**config.mk**
```make
export PLATFORM = sky130hd
export DESIGN_NAME = obstacle_point_clustering_core
export DESIGN_NICKNAME = d
export VERILOG_FILES = /design/src/rtl/opc_pkg.sv /design/src/rtl/obstacle_point_clustering_core.sv
export SDC_FILE = /design/constraint.sdc
export NUM_CORES = 2
export LEC_CHECK = 0
export BUFFER_PORTS_ARGS = -buffer_cell sky130_fd_sc_hd__buf_2
export CAP_MARGIN = 20
export CORE_MARGIN = 4
export CORE_UTILIZATION = 64
export CTS_CLUSTER_DIAMETER = 80
export DETAILED_ROUTE_END_ITERATION = 10
export HOLD_SLACK_MARGIN = 0.02
export PLACE_DENSITY_LB_ADDON = 0.25
export SYNTH_ARGS = -nofsm -noshare
export SYNTH_HDL_FRONTEND = slang
export SYNTH_SLANG_ARGS = --single-unit
```
**constraint.sdc**
```tcl
create_clock -name i_clk -period 16.9 [get_ports i_clk]
set_input_delay 3.38 -clock i_clk [delete_from_list [all_inputs] [get_ports i_clk]]
set_output_delay 3.38 -clock i_clk [all_outputs]
set_load 0.005 [all_outputs]
```
**src/rtl/opc_pkg.sv**
```systemverilog
// Package for obstacle point clustering: widths, register indexes and limits.
// No dependencies.
`timescale 1ns / 1ps
package opc_pkg;
    localparam int COORD_W = 13;
    localparam int CNT_W   = 7;
    localparam int RAD_W   = 10;
    localparam int MINM_W  = 6;
    localparam int CFG_IDX_W = 3;
    localparam int CFG_DAT_W = 13;
    localparam int ROBOT_CLEAR_SQ = 10000;
    localparam int RESULT_CAP = 64;

    localparam logic [CFG_IDX_W-1:0] REG_RADIUS = 3'd0;
    localparam logic [CFG_IDX_W-1:0] REG_MINMEM = 3'd1;
    localparam logic [CFG_IDX_W-1:0] REG_R1X = 3'd2;
    localparam logic [CFG_IDX_W-1:0] REG_R1Y = 3'd3;
    localparam logic [CFG_IDX_W-1:0] REG_R2X = 3'd4;
    localparam logic [CFG_IDX_W-1:0] REG_R2Y = 3'd5;
    localparam logic [CFG_IDX_W-1:0] REG_R3X = 3'd6;
    localparam logic [CFG_IDX_W-1:0] REG_R3Y = 3'd7;
endpackage

```
**src/rtl/obstacle_point_clustering_core.sv**
```systemverilog
// Obstacle point clustering core. Points load one per cycle while tready is high; the beat
// with tlast starts clustering. Each pair check uses one shared squared-distance unit
// in three steps (read, square, compare), and each centroid then runs SW (20 for 64
// points) divide steps. Each centroid waits in a holding register so the frame's
// final beat carries tlast. Input tready is low while clustering or results are
// pending. Reset (i_rst_n low, synchronous) clears control state and loads the
// register defaults.
`timescale 1ns / 1ps
module obstacle_point_clustering_core
    import opc_pkg::*;
#(
    parameter int MAX_POINTS = 64
) (
    input  logic                 i_clk,
    input  logic                 i_rst_n,
    input  logic                 s_axis_tvalid,
    output logic                 s_axis_tready,
    input  logic [31:0]          s_axis_tdata,  // point_x[12:0], point_y[25:13], zero
    input  logic                 s_axis_tlast,  // frame_end
    output logic                 m_axis_tvalid,
    input  logic                 m_axis_tready,
    output logic [39:0]          m_axis_tdata,  // centroid_x, centroid_y, member_count, zero
    output logic                 m_axis_tuser,  // no_cluster
    output logic                 m_axis_tlast,  // last_result
    input  logic                 i_cfg_we,
    input  logic [CFG_IDX_W-1:0] i_cfg_idx,
    input  logic [CFG_DAT_W-1:0] i_cfg_data
);
    localparam int IW = $clog2(MAX_POINTS);
    localparam int NW = $clog2(MAX_POINTS + 1);
    localparam int SW = COORD_W + NW;

    typedef enum logic [3:0] {
        S_LOAD, S_SEED, S_ROB_RD, S_ROB_SQ, S_ROB_CMP, S_JSCAN, S_K_RD, S_K_SQ,
        S_K_CMP, S_EVAL, S_DIV, S_OUT, S_EMPTY
    } t_state;

    t_state r_state;
    logic signed [COORD_W-1:0] r_mem_x [MAX_POINTS];
    logic signed [COORD_W-1:0] r_mem_y [MAX_POINTS];
    logic [MAX_POINTS-1:0] r_visited, r_group;
    logic [NW-1:0] r_n, r_i, r_j, r_k;
    logic [1:0] r_rob;
    logic signed [SW-1:0] r_sum_x, r_sum_y;
    logic [NW-1:0] r_cnt;
    logic [6:0] r_nres;
    logic [39:0] r_pdata;
    logic r_pvalid;
    logic [RAD_W-1:0] r_radius;
    logic [MINM_W-1:0] r_minm;
    logic signed [COORD_W-1:0] r_rx [3];
    logic signed [COORD_W-1:0] r_ry [3];
    // shared distance unit
    logic signed [COORD_W-1:0] r_ax, r_ay, r_bx, r_by;
    logic [2*COORD_W+1:0] r_d2;
    logic signed [COORD_W:0] w_dx, w_dy;
    // serial divider
    logic [SW-1:0] r_qx, r_qy, r_remx, r_remy;
    logic r_negx, r_negy;
    logic [$clog2(SW+1)-1:0] r_dstep;
    logic [39:0] r_odata;
    logic r_ouser, r_olast, r_ovalid;

    logic w_in_acc;
    logic [SW:0] w_tx, w_ty;
    logic [2*RAD_W-1:0] w_r2;

    assign w_dx = {r_ax[COORD_W-1], r_ax} - {r_bx[COORD_W-1], r_bx};
    assign w_dy = {r_ay[COORD_W-1], r_ay} - {r_by[COORD_W-1], r_by};
    assign w_r2 = r_radius * r_radius;
    assign w_in_acc = s_axis_tvalid && s_axis_tready;
    assign w_tx = {r_remx, r_qx[SW-1]} - {{(SW-NW+1){1'b0}}, r_cnt};
    assign w_ty = {r_remy, r_qy[SW-1]} - {{(SW-NW+1){1'b0}}, r_cnt};

    assign s_axis_tready = (r_state == S_LOAD) && !r_ovalid;
    assign m_axis_tvalid = r_ovalid;
    assign m_axis_tdata  = r_odata;
    assign m_axis_tuser  = r_ouser;
    assign m_axis_tlast  = r_olast;

    always_ff @(posedge i_clk) begin
        if (w_in_acc && (r_n < NW'(MAX_POINTS))) begin
            r_mem_x[r_n[IW-1:0]] <= s_axis_tdata[12:0];
            r_mem_y[r_n[IW-1:0]] <= s_axis_tdata[25:13];
        end
        if (r_state == S_ROB_RD || r_state == S_K_RD) begin
            r_ax <= r_mem_x[(r_state == S_ROB_RD) ? r_i[IW-1:0] : r_k[IW-1:0]];
            r_ay <= r_mem_y[(r_state == S_ROB_RD) ? r_i[IW-1:0] : r_k[IW-1:0]];
            r_bx <= (r_state == S_ROB_RD) ? r_rx[r_rob] : r_mem_x[r_j[IW-1:0]];
            r_by <= (r_state == S_ROB_RD) ? r_ry[r_rob] : r_mem_y[r_j[IW-1:0]];
        end
        r_d2 <= (2*COORD_W+2)'(w_dx * w_dx) + (2*COORD_W+2)'(w_dy * w_dy);
    end

    always_ff @(posedge i_clk) begin
        if (!i_rst_n) begin
            r_state <= S_LOAD;
            r_n <= '0;
            r_ovalid <= 1'b0;
            r_pvalid <= 1'b0;
            r_radius <= RAD_W'(50);
            r_minm <= MINM_W'(2);
            for (int q = 0; q < 3; q++) begin
                r_rx[q] <= '0;
                r_ry[q] <= '0;
            end
        end else begin
            if (r_ovalid && m_axis_tready) r_ovalid <= 1'b0;
            if (i_cfg_we) begin
                unique case (i_cfg_idx)
                    REG_RADIUS: r_radius <= i_cfg_data[RAD_W-1:0];
                    REG_MINMEM: r_minm <= i_cfg_data[MINM_W-1:0];
                    REG_R1X: r_rx[0] <= i_cfg_data;
                    REG_R1Y: r_ry[0] <= i_cfg_data;
                    REG_R2X: r_rx[1] <= i_cfg_data;
                    REG_R2Y: r_ry[1] <= i_cfg_data;
                    REG_R3X: r_rx[2] <= i_cfg_data;
                    REG_R3Y: r_ry[2] <= i_cfg_data;
                    default: ;
                endcase
            end
            unique case (r_state)
                S_LOAD: if (w_in_acc) begin
                    if (r_n < NW'(MAX_POINTS)) r_n <= r_n + 1'b1;
                    if (s_axis_tlast) begin
                        r_visited <= '0;
                        r_i <= '0;
                        r_nres <= '0;
                        r_pvalid <= 1'b0;
                        r_state <= S_SEED;
                    end
                end
                S_SEED: begin
                    if (r_i >= r_n) r_state <= S_EMPTY;
                    else if (r_visited[r_i[IW-1:0]]) r_i <= r_i + 1'b1;
                    else begin
                        r_rob <= '0;
                        r_state <= S_ROB_RD;
                    end
                end
                S_ROB_RD: begin
                    // skip absent poses
                    if (r_rx[r_rob] <= 0 && r_ry[r_rob] <= 0) begin
                        if (r_rob == 2'd2) begin
                            r_group <= MAX_POINTS'(1) << r_i[IW-1:0];
                            r_sum_x <= '0;
                            r_sum_y <= '0;
                            r_cnt <= '0;
                            r_j <= '0;
                            r_state <= S_JSCAN;
                        end else r_rob <= r_rob + 1'b1;
                    end else r_state <= S_ROB_SQ;
                end
                S_ROB_SQ: r_state <= S_ROB_CMP;
                S_ROB_CMP: begin
                    if (r_d2 < (2*COORD_W+2)'(ROBOT_CLEAR_SQ)) begin
                        r_i <= r_i + 1'b1;
                        r_state <= S_SEED;
                    end else if (r_rob == 2'd2) begin
                        r_group <= MAX_POINTS'(1) << r_i[IW-1:0];
                        r_sum_x <= '0;
                        r_sum_y <= '0;
                        r_cnt <= '0;
                        r_j <= '0;
                        r_state <= S_JSCAN;
                    end else begin
                        r_rob <= r_rob + 1'b1;
                        r_state <= S_ROB_RD;
                    end
                end
                S_JSCAN: begin
                    if (r_j >= r_n) r_state <= S_EVAL;
                    else if (r_visited[r_j[IW-1:0]]) r_j <= r_j + 1'b1;
                    else begin
                        r_k <= '0;
                        r_state <= S_K_RD;
                    end
                end
                S_K_RD: begin
                    // advance k to next group member
                    if (r_k >= r_n) begin
                        r_j <= r_j + 1'b1;
                        r_state <= S_JSCAN;
                    end else if (!r_group[r_k[IW-1:0]]) r_k <= r_k + 1'b1;
                    else r_state <= S_K_SQ;
                end
                S_K_SQ: r_state <= S_K_CMP;
                S_K_CMP: begin
                    if (r_d2 < (2*COORD_W+2)'(w_r2)) begin
                        r_sum_x <= r_sum_x + SW'(r_bx);
                        r_sum_y <= r_sum_y + SW'(r_by);
                        r_cnt <= r_cnt + 1'b1;
                        r_visited[r_j[IW-1:0]] <= 1'b1;
                        r_group[r_j[IW-1:0]] <= 1'b1;
                        r_j <= r_j + 1'b1;
                        r_state <= S_JSCAN;
                    end else begin
                        r_k <= r_k + 1'b1;
                        r_state <= S_K_RD;
                    end
                end
                S_EVAL: begin
                    if ({{NW{1'b0}}, r_minm} < {{MINM_W{1'b0}}, r_cnt} &&
                        r_nres < 7'(RESULT_CAP)) begin
                        r_negx <= r_sum_x[SW-1];
                        r_negy <= r_sum_y[SW-1];
                        r_qx <= r_sum_x[SW-1] ? -r_sum_x : r_sum_x;
                        r_qy <= r_sum_y[SW-1] ? -r_sum_y : r_sum_y;
                        r_remx <= '0;
                        r_remy <= '0;
                        r_dstep <= '0;
                        r_state <= S_DIV;
                    end else begin
                        r_i <= r_i + 1'b1;
                        r_state <= S_SEED;
                    end
                end
                S_DIV: begin
                    // one quotient bit per cycle, restoring
                    if (!w_tx[SW]) begin
                        r_remx <= w_tx[SW-1:0];
                        r_qx <= {r_qx[SW-2:0], 1'b1};
                    end else begin
                        r_remx <= {r_remx[SW-2:0], r_qx[SW-1]};
                        r_qx <= {r_qx[SW-2:0], 1'b0};
                    end
                    if (!w_ty[SW]) begin
                        r_remy <= w_ty[SW-1:0];
                        r_qy <= {r_qy[SW-2:0], 1'b1};
                    end else begin
                        r_remy <= {r_remy[SW-2:0], r_qy[SW-1]};
                        r_qy <= {r_qy[SW-2:0], 1'b0};
                    end
                    r_dstep <= r_dstep + 1'b1;
                    if (r_dstep == ($bits(r_dstep))'(SW-1)) r_state <= S_OUT;
                end
                S_OUT: if (!r_ovalid) begin
                    // release the held centroid, hold the new one
                    if (r_pvalid) begin
                        r_odata <= r_pdata;
                        r_ouser <= 1'b0;
                        r_olast <= 1'b0;
                        r_ovalid <= 1'b1;
                    end
                    r_pdata <= {7'd0, 7'(r_cnt),
                                r_negy ? -r_qy[COORD_W-1:0] : r_qy[COORD_W-1:0],
                                r_negx ? -r_qx[COORD_W-1:0] : r_qx[COORD_W-1:0]};
                    r_pvalid <= 1'b1;
                    r_nres <= r_nres + 1'b1;
                    r_i <= r_i + 1'b1;
                    r_state <= (r_nres == 7'(RESULT_CAP-1)) ? S_EMPTY : S_SEED;
                end
                S_EMPTY: if (!r_ovalid) begin
                    // send the held centroid as the final beat, or the empty marker
                    r_odata <= r_pvalid ? r_pdata : '0;
                    r_ouser <= !r_pvalid;
                    r_olast <= 1'b1;
                    r_ovalid <= 1'b1;
                    r_pvalid <= 1'b0;
                    r_n <= '0;
                    r_state <= S_LOAD;
                end
                default: r_state <= S_LOAD;
            endcase
        end
    end
endmodule

```
Yosys cells after proc, flatten, opt, wreduce, memory -nomap -nowiden
Memories as Yosys holds them, arrays and structs flattened. A register that Yosys moved wholly into a read port is not among the register bits.
Index checks and enable logic that the tools add are counted.
{"block": "totals", "mem_bits_rw": 1742, "latch_bits": 0, "mem_bits_ro": 0, "output_inout_bits": 44, "memories": 4, "ff_bits": 450}
{"block": "classes", "div_mod_pow": 0, "shift": 1, "mul": 3, "bitwise_logic": 9, "n_lt_le_gt_ge": 14, "eq_ne": 49, "add_sub_neg": 19, "reduce_logical": 39, "muxes": 162}
{"name": "r_mem_x", "depth": 64, "word_bits": 13, "read_ports": 2, "rd_ports_with_merged_regs": 2, "wr": 1, "line": "obstacle_point_clustering_core.sv:39", "rtl": "logic signed [COORD_W-1:0] r_mem_x [MAX_POINTS];"}
{"name": "r_mem_y", "depth": 64, "word_bits": 13, "read_ports": 2, "rd_ports_with_merged_regs": 2, "wr": 1, "line": "obstacle_point_clustering_core.sv:40", "rtl": "logic signed [COORD_W-1:0] r_mem_y [MAX_POINTS];"}
{"name": "r_rx", "depth": 3, "word_bits": 13, "read_ports": 1, "rd_ports_with_merged_regs": 1, "wr": 3, "line": "obstacle_point_clustering_core.sv:51", "rtl": "logic signed [COORD_W-1:0] r_rx [3];"}
{"name": "r_ry", "depth": 3, "word_bits": 13, "read_ports": 1, "rd_ports_with_merged_regs": 1, "wr": 3, "line": "obstacle_point_clustering_core.sv:52", "rtl": "logic signed [COORD_W-1:0] r_ry [3];"}
{"cell": "$mux 64", "count": 7}
{"cell": "$mux 20", "count": 15}
{"cell": "$pmux 64 s3", "count": 1}
{"cell": "$mux 7", "count": 27}
{"cell": "$pmux 20 s2", "count": 4}
{"cell": "$mux 13", "count": 10}
{"cell": "$or 64x64->64", "count": 2}
{"cell": "$pmux 64 s2", "count": 1}
{"cell": "$mux 40", "count": 3}
{"cell": "$pmux 20 s3", "count": 2}
{"cell": "$pmux 40 s2", "count": 1}
{"cell": "$pmux 7 s5", "count": 2}
{"cell": "$shl 1x6->64 const A", "count": 1}
{"cell": "$mux 4", "count": 15}
{"cell": "$mul 14x14->28", "count": 2}
{"cell": "$pmux 4 s13", "count": 1}
{"cell": "$mux 1", "count": 44}
{"cell": "$add 7x1->7 const B", "count": 6}
{"cell": "$pmux 7 s3", "count": 2}
{"cell": "$sub 21x7->21", "count": 2}
{"cell": "$add 20x13->20", "count": 2}
{"cell": "$ne 2x2->1 const B", "count": 20}
{"cell": "$neg 20->20", "count": 2}
{"cell": "$mux 33", "count": 1}
{"cell": "57 further kinds", "count": 123}

Longest topological paths before layout
{"block": "depth", "depth_word": 7, "depth_mapped": 38, "ltp_nobuf": 38}

Worst setup path after synthesis
No wires, ideal clock.
{"block": "synth_path", "path_kind": "reg-to-reg", "from": "register r_radius[3]", "to": "register r_cnt[0] (enable)", "t_arrival_ns": 11.019, "stages_incl_launch_ff": 26, "required_ns": 16.283, "slack_ns": 5.264, "period_less_slack_ns": 11.636, "n_path_buf": 1, "setup_time_ns": 0.617, "cell_sequence": "dfxtp_1 -> clkbuf_1 -> nand2_1 -> fa_1 -> inv_1 -> ha_1 -> inv_1 -> fa_1 -> fa_1 -> inv_1 -> fa_1 -> ha_1 -> nand3_1 -> nand2_1 -> a41o_1 -> o41a_1 -> a211oi_1 -> o21ai_0 -> a21oi_1 -> xor2_1 -> ha_1 -> a21o_1 -> a211o_1 -> a21oi_1 -> nand3_1 -> a21oi_1"}
{"block": "synth_via", "elab_chain_len": 4}
{"element": "start: declaration", "line": "obstacle_point_clustering_core.sv:49", "rtl": "logic [RAD_W-1:0] r_radius;"}
{"element": "start signal: assignment", "line": "obstacle_point_clustering_core.sv:111", "rtl": "REG_RADIUS: r_radius <= i_cfg_data[RAD_W-1:0];"}
{"element": "$mul 10x10->20", "line": "obstacle_point_clustering_core.sv:70", "rtl": "assign w_r2 = r_radius * r_radius;"}
{"element": "$lt 28x20->1", "line": "obstacle_point_clustering_core.sv:189", "rtl": "if (r_d2 < (2*COORD_W+2)'(w_r2)) begin"}
{"element": "$ne 2x2->1 (no source line)"}
{"element": "$reduce_and 5->1 (no source line)"}
{"element": "end signal: assignment", "line": "obstacle_point_clustering_core.sv:192", "rtl": "r_cnt <= r_cnt + 1'b1;"}
{"element": "end: declaration", "line": "obstacle_point_clustering_core.sv:45", "rtl": "logic [NW-1:0] r_cnt;"}
No other way between the ends.
A chain may end at the register's enable or synchronous reset.

Worst setup path after layout
{"block": "layout_path", "from": "register r_ax[0], read port of r_mem_x", "to": "register r_d2[27]"}
{"block": "layout_via", "elab_chain_len": 3}
{"element": "start: declaration", "line": "obstacle_point_clustering_core.sv:54", "rtl": "logic signed [COORD_W-1:0] r_ax, r_ay, r_bx, r_by;"}
{"element": "$sub 13x13->14", "line": "obstacle_point_clustering_core.sv:68", "rtl": "assign w_dx = {r_ax[COORD_W-1], r_ax} - {r_bx[COORD_W-1], r_bx};"}
{"element": "$mul 14x14->28", "line": "obstacle_point_clustering_core.sv:92", "rtl": "r_d2 <= (2*COORD_W+2)'(w_dx * w_dx) + (2*COORD_W+2)'(w_dy * w_dy);"}
{"element": "$add 28x28->28", "line": "obstacle_point_clustering_core.sv:92"}
{"element": "end signal: assignment", "line": "obstacle_point_clustering_core.sv:92"}
{"element": "end: declaration", "line": "obstacle_point_clustering_core.sv:55", "rtl": "logic [2*COORD_W+1:0] r_d2;"}
No other way between the ends.

==> run summary <==
The run finished with clean final reports. The mapped netlist covers 125,000 µm². Measured in cells, the most critical reg-to-reg path has a length of 32. The critical path is of the reg -> reg type. STA classifies the critical path endpoint as a register. Multiplexer cells account for 14.7% of the synthesized area. The number of hold violations in the final report was 0; the sequential fraction of the synthesis area was 52.9%.

The number of storage elements in the synthesis netlist was 2,219; the met3 global-route usage was 9.14%. The shortest period the worst path allows is 10.33 ns, and the count of yosys warnings during synthesis is 0. For the worst setup path, the data arrival time is 11.02 ns. The sequential cells in the finished layout cover a total of 66,000 µm². Across the routed clock network, the largest skew measured is 0.0814 ns. In this run the deepest clock path goes through 3 buffers. The initial core utilization is 64.6%. In the final routed layout, each cell accounts on average for 28.8 µm. The count of pins over their slew limit was 0; the number of buffers added to fix hold violations after cts was 0. CTS clock-pin slew for the worst setup and hold paths: 0.06 ns. Relative to the synthesized area, the layout overhead comes to 8.69%. The fraction of layout instances using a drive strength above 1 is 13.9%.

Max-cap violations in this run came to 0. The overall global routing resource usage is 34.8%, and the routed wire length is 354,000 µm. For the count of distinct cell types in the synthesized netlist, the log shows 84. Setup repair after global routing left no endpoint under its margin. The final hold slack is 0.470 ns. Measured along the x axis, the die boundary spans 449 µm.

The number of setup buffers added after CTS is 0. Number of synthesized flops with an enable pin: 2,154. Along the worst hold path, the cell count comes to 0. The logs give 54.9% for the met2 track demand over resource in global routing and 193,000 µm² for the total core area.

Global routing used 45.4% of the available met1 tracks. After synthesis, the share of flip-flops with an asynchronous set or reset is 0%. For the remaining global-route overflow, the log shows 0. The clock tree synthesis step divided the H-tree into 4 levels. The layout has 12,700 filler cells.

The most used flip-flop cell after synthesis is edfxtp_1. Summing the areas of all and, or, nand and nor instances in the mapped netlist gives 11.3% of the synthesized area. The synthesized netlist devotes 5.55% of its cell area to compound gates. The clock reaches the later pin of the worst-skew pair after 0.90 ns. The die covers 202,000 µm². The worst hold path belongs to the class reg -> reg. The logs give 9 for the first-pass detailed-route iteration total and 526,000 µm for the first-pass GRT wire length. The share of synthesized cell area in full adder, half adder and majority cells was 10.3%; the total of buffers placed on input and output ports was 84.

Pin placement for this block handled 98 I/O pins. The number of nets in the finished design is 10,400, and the number of gates resized after cts is 0. For this run, design rule violations remaining after detail routing come to 0. The chip height is 449 µm, and the row count is 161. For the highest attainable clock frequency, the log shows 0.0968 GHz. met2 is the most crowded layer.

TritonCTS built the clock tree. For the number of antenna violations at the first check in global routing, the log shows 30. STA puts the critical path data required time at 17.59 ns. The critical-path maximum fanout is 10. Once detailed placement completed, the half-perimeter wirelength came to 213,000 µm. The tools report the number of global-route vias before repair as 84,600. The cell with the largest stage delay on the worst path is xor2_1.

The per-cell via count in the routed design was 6.96. The cell sitting at the root of the clock tree is a clkbuf_16. For the final number of setup-violating endpoints, the log shows 0. After synthesis, the largest family of logic cells by area is multiplexers. On the worst path, the slowest cell contributes a delay of 0.88 ns.

The number of CTS-inserted buffers was 221; the fraction of synthesized cell area in xor and xnor cells was 1.58%. The violation count after the first detailed-route iteration was 12,500; the final total negative setup slack was 0 ns. After technology mapping, the gate count stands at 9,633. At the end of routability-driven placement, the weighted congestion stood at 0.925. STA classifies the critical path startpoint as a register. At the pin with the least slew margin, the transition time is 1.13 ns.

Summing all multi-input logic gate instances after layout gives 54,700 µm². The cell with the most instances on the worst path is fa_1. The average cell area after synthesis was 12.9 µm²; the period utilization was 61.1%.

Detailed routing inserted a total of 85,400 vias. CTS saw 2,219 sinks. The largest net degree at the start of global routing came out at 165. The count of nets left with antenna violations once routing finished came out at 0.

In this run the tightest slew margin relative to its limit is 24.9%.
## cell type report
| type | instances | area share [%] |
|---|---|---|
| antenna | 13 | 0.0240 |
| clock buffer | 260 | 4.24 |
| clock inverter | 151 | 1.13 |
| inverter | 581 | 1.61 |
| multi-input combinational | 6257 | 40.4 |
| sequential | 2219 | 48.7 |
| tap | 2526 | 2.33 |
| timing repair buffer | 276 | 1.56 |
## cells by family (layout without fill, tap and decap cells)
logic type      Yosys count  in the layout
xor+xnor                224            224
mux                    1077           1077
flops                  2219           2219
simple gates           3208           3208
compound gates          990            990
buf+inv                1163           1268
fa+ha+maj               751            751
other cells               1             20
## state kept, by name (all words and copies together) (netlist names), 28 cells and up, named ones only
signal and count:
m_axis_tdata 33, r_mem_y 832, r_visited 64, r_d2 28, r_group 64, r_rx 39, r_pdata 33, r_ry 39
r_mem_x 832
## cells in the mapped netlist (all sizes together), types with 132 or more instances
| library cell | instances | share of area [%] |
|---|---|---|
| o21ai | 270 | 1.1 |
| fa | 453 | 7.3 |
| a311oi | 183 | 1.3 |
| and3 | 171 | 0.86 |
| edfxtp | 2154 | 52 |
| clkbuf | 354 | 1.1 |
| xnor2 | 132 | 0.93 |
| mux2i | 446 | 3.6 |
| mux4 | 594 | 11 |
| nor2 | 563 | 1.7 |
| inv | 569 | 1.7 |
| nand3 | 469 | 1.9 |
| nand2 | 1615 | 4.9 |
| buf | 228 | 0.90 |
| ha | 298 | 3.0 |
## final timing paths
path                          start                    end  slack (ns)
max               r_ax[0]$_DFFE_PP_       r_d2[27]$_DFF_P_        6.57
min          r_cnt[5]$_SDFFCE_PN0P_  r_pdata[31]$_DFFE_PP_        0.47
max reg2reg       r_ax[0]$_DFFE_PP_       r_d2[27]$_DFF_P_        6.57
min reg2reg  r_cnt[5]$_SDFFCE_PN0P_  r_pdata[31]$_DFFE_PP_        0.47
## critical path: cells and delay by family (launching register included)
| family | cells | cell delay (ns) |
|---|---|---|
| AO/OA/AOI/OAI | 10 | 2.58 |
| XOR/XNOR | 2 | 1.04 |
| adder cells (fa/ha/maj) | 11 | 4.89 |
| buffers and inverters | 7 | 1.03 |
| flip-flops | 1 | 0.39 |
| AND/OR/NAND/NOR | 2 | 0.19 |
## placed cells by master, fill, tap and decap left out, drive strengths merged, types with 23 or more instances in the layout
| master | n |
|---|---|
| dfxtp | 65 |
| nand2 | 1615 |
| or3 | 34 |
| nand2b | 40 |
| a311o | 54 |
| and3 | 171 |
| and2 | 87 |
| fa | 453 |
| a31oi | 65 |
| buf | 275 |
| ha | 298 |
| a21oi | 129 |
| xor2 | 92 |
| bufinv | 23 |
| mux4 | 594 |
| o31ai | 32 |
| nand3 | 469 |
| a211o | 58 |
| nor2 | 563 |
| o21a | 23 |
| nand4 | 30 |
| clkbuf | 261 |
| mux2i | 446 |
| nor3 | 65 |
| xnor2 | 132 |
| mux2 | 37 |
| a21o | 39 |
| inv | 583 |
| nor2b | 68 |
| clkinv | 110 |
| a311oi | 183 |
| o21ai | 270 |
| edfxtp | 2154 |
| a32oi | 27 |
## stage by stage
step	instances	area (µm²)	utilization, %	setup WS [ns]
after floorplan	9639	125000	-	5.26
after global placement	11800	128000	66.3	6.80
after detailed placement	11800	128000	66.3	6.71
after CTS	12300	135000	70.1	6.63
after global routing	12300	135000	70.2	6.00
final	12300	135000	70.2	6.57
## layer usage
metal  vias to the layer above  part of all wire [%]  routed length, µm
met1                     42400                    34             122000
met5                         -                 0.028                100
met3                      1271                    13              46900
met4                        16                   5.8              20600
met2                      6290                    46             164000
li1                      35400                     -                  -
Power is not shown: default switching activity piles up to over one toggle a cycle in this logic, so the estimate is an artifact.
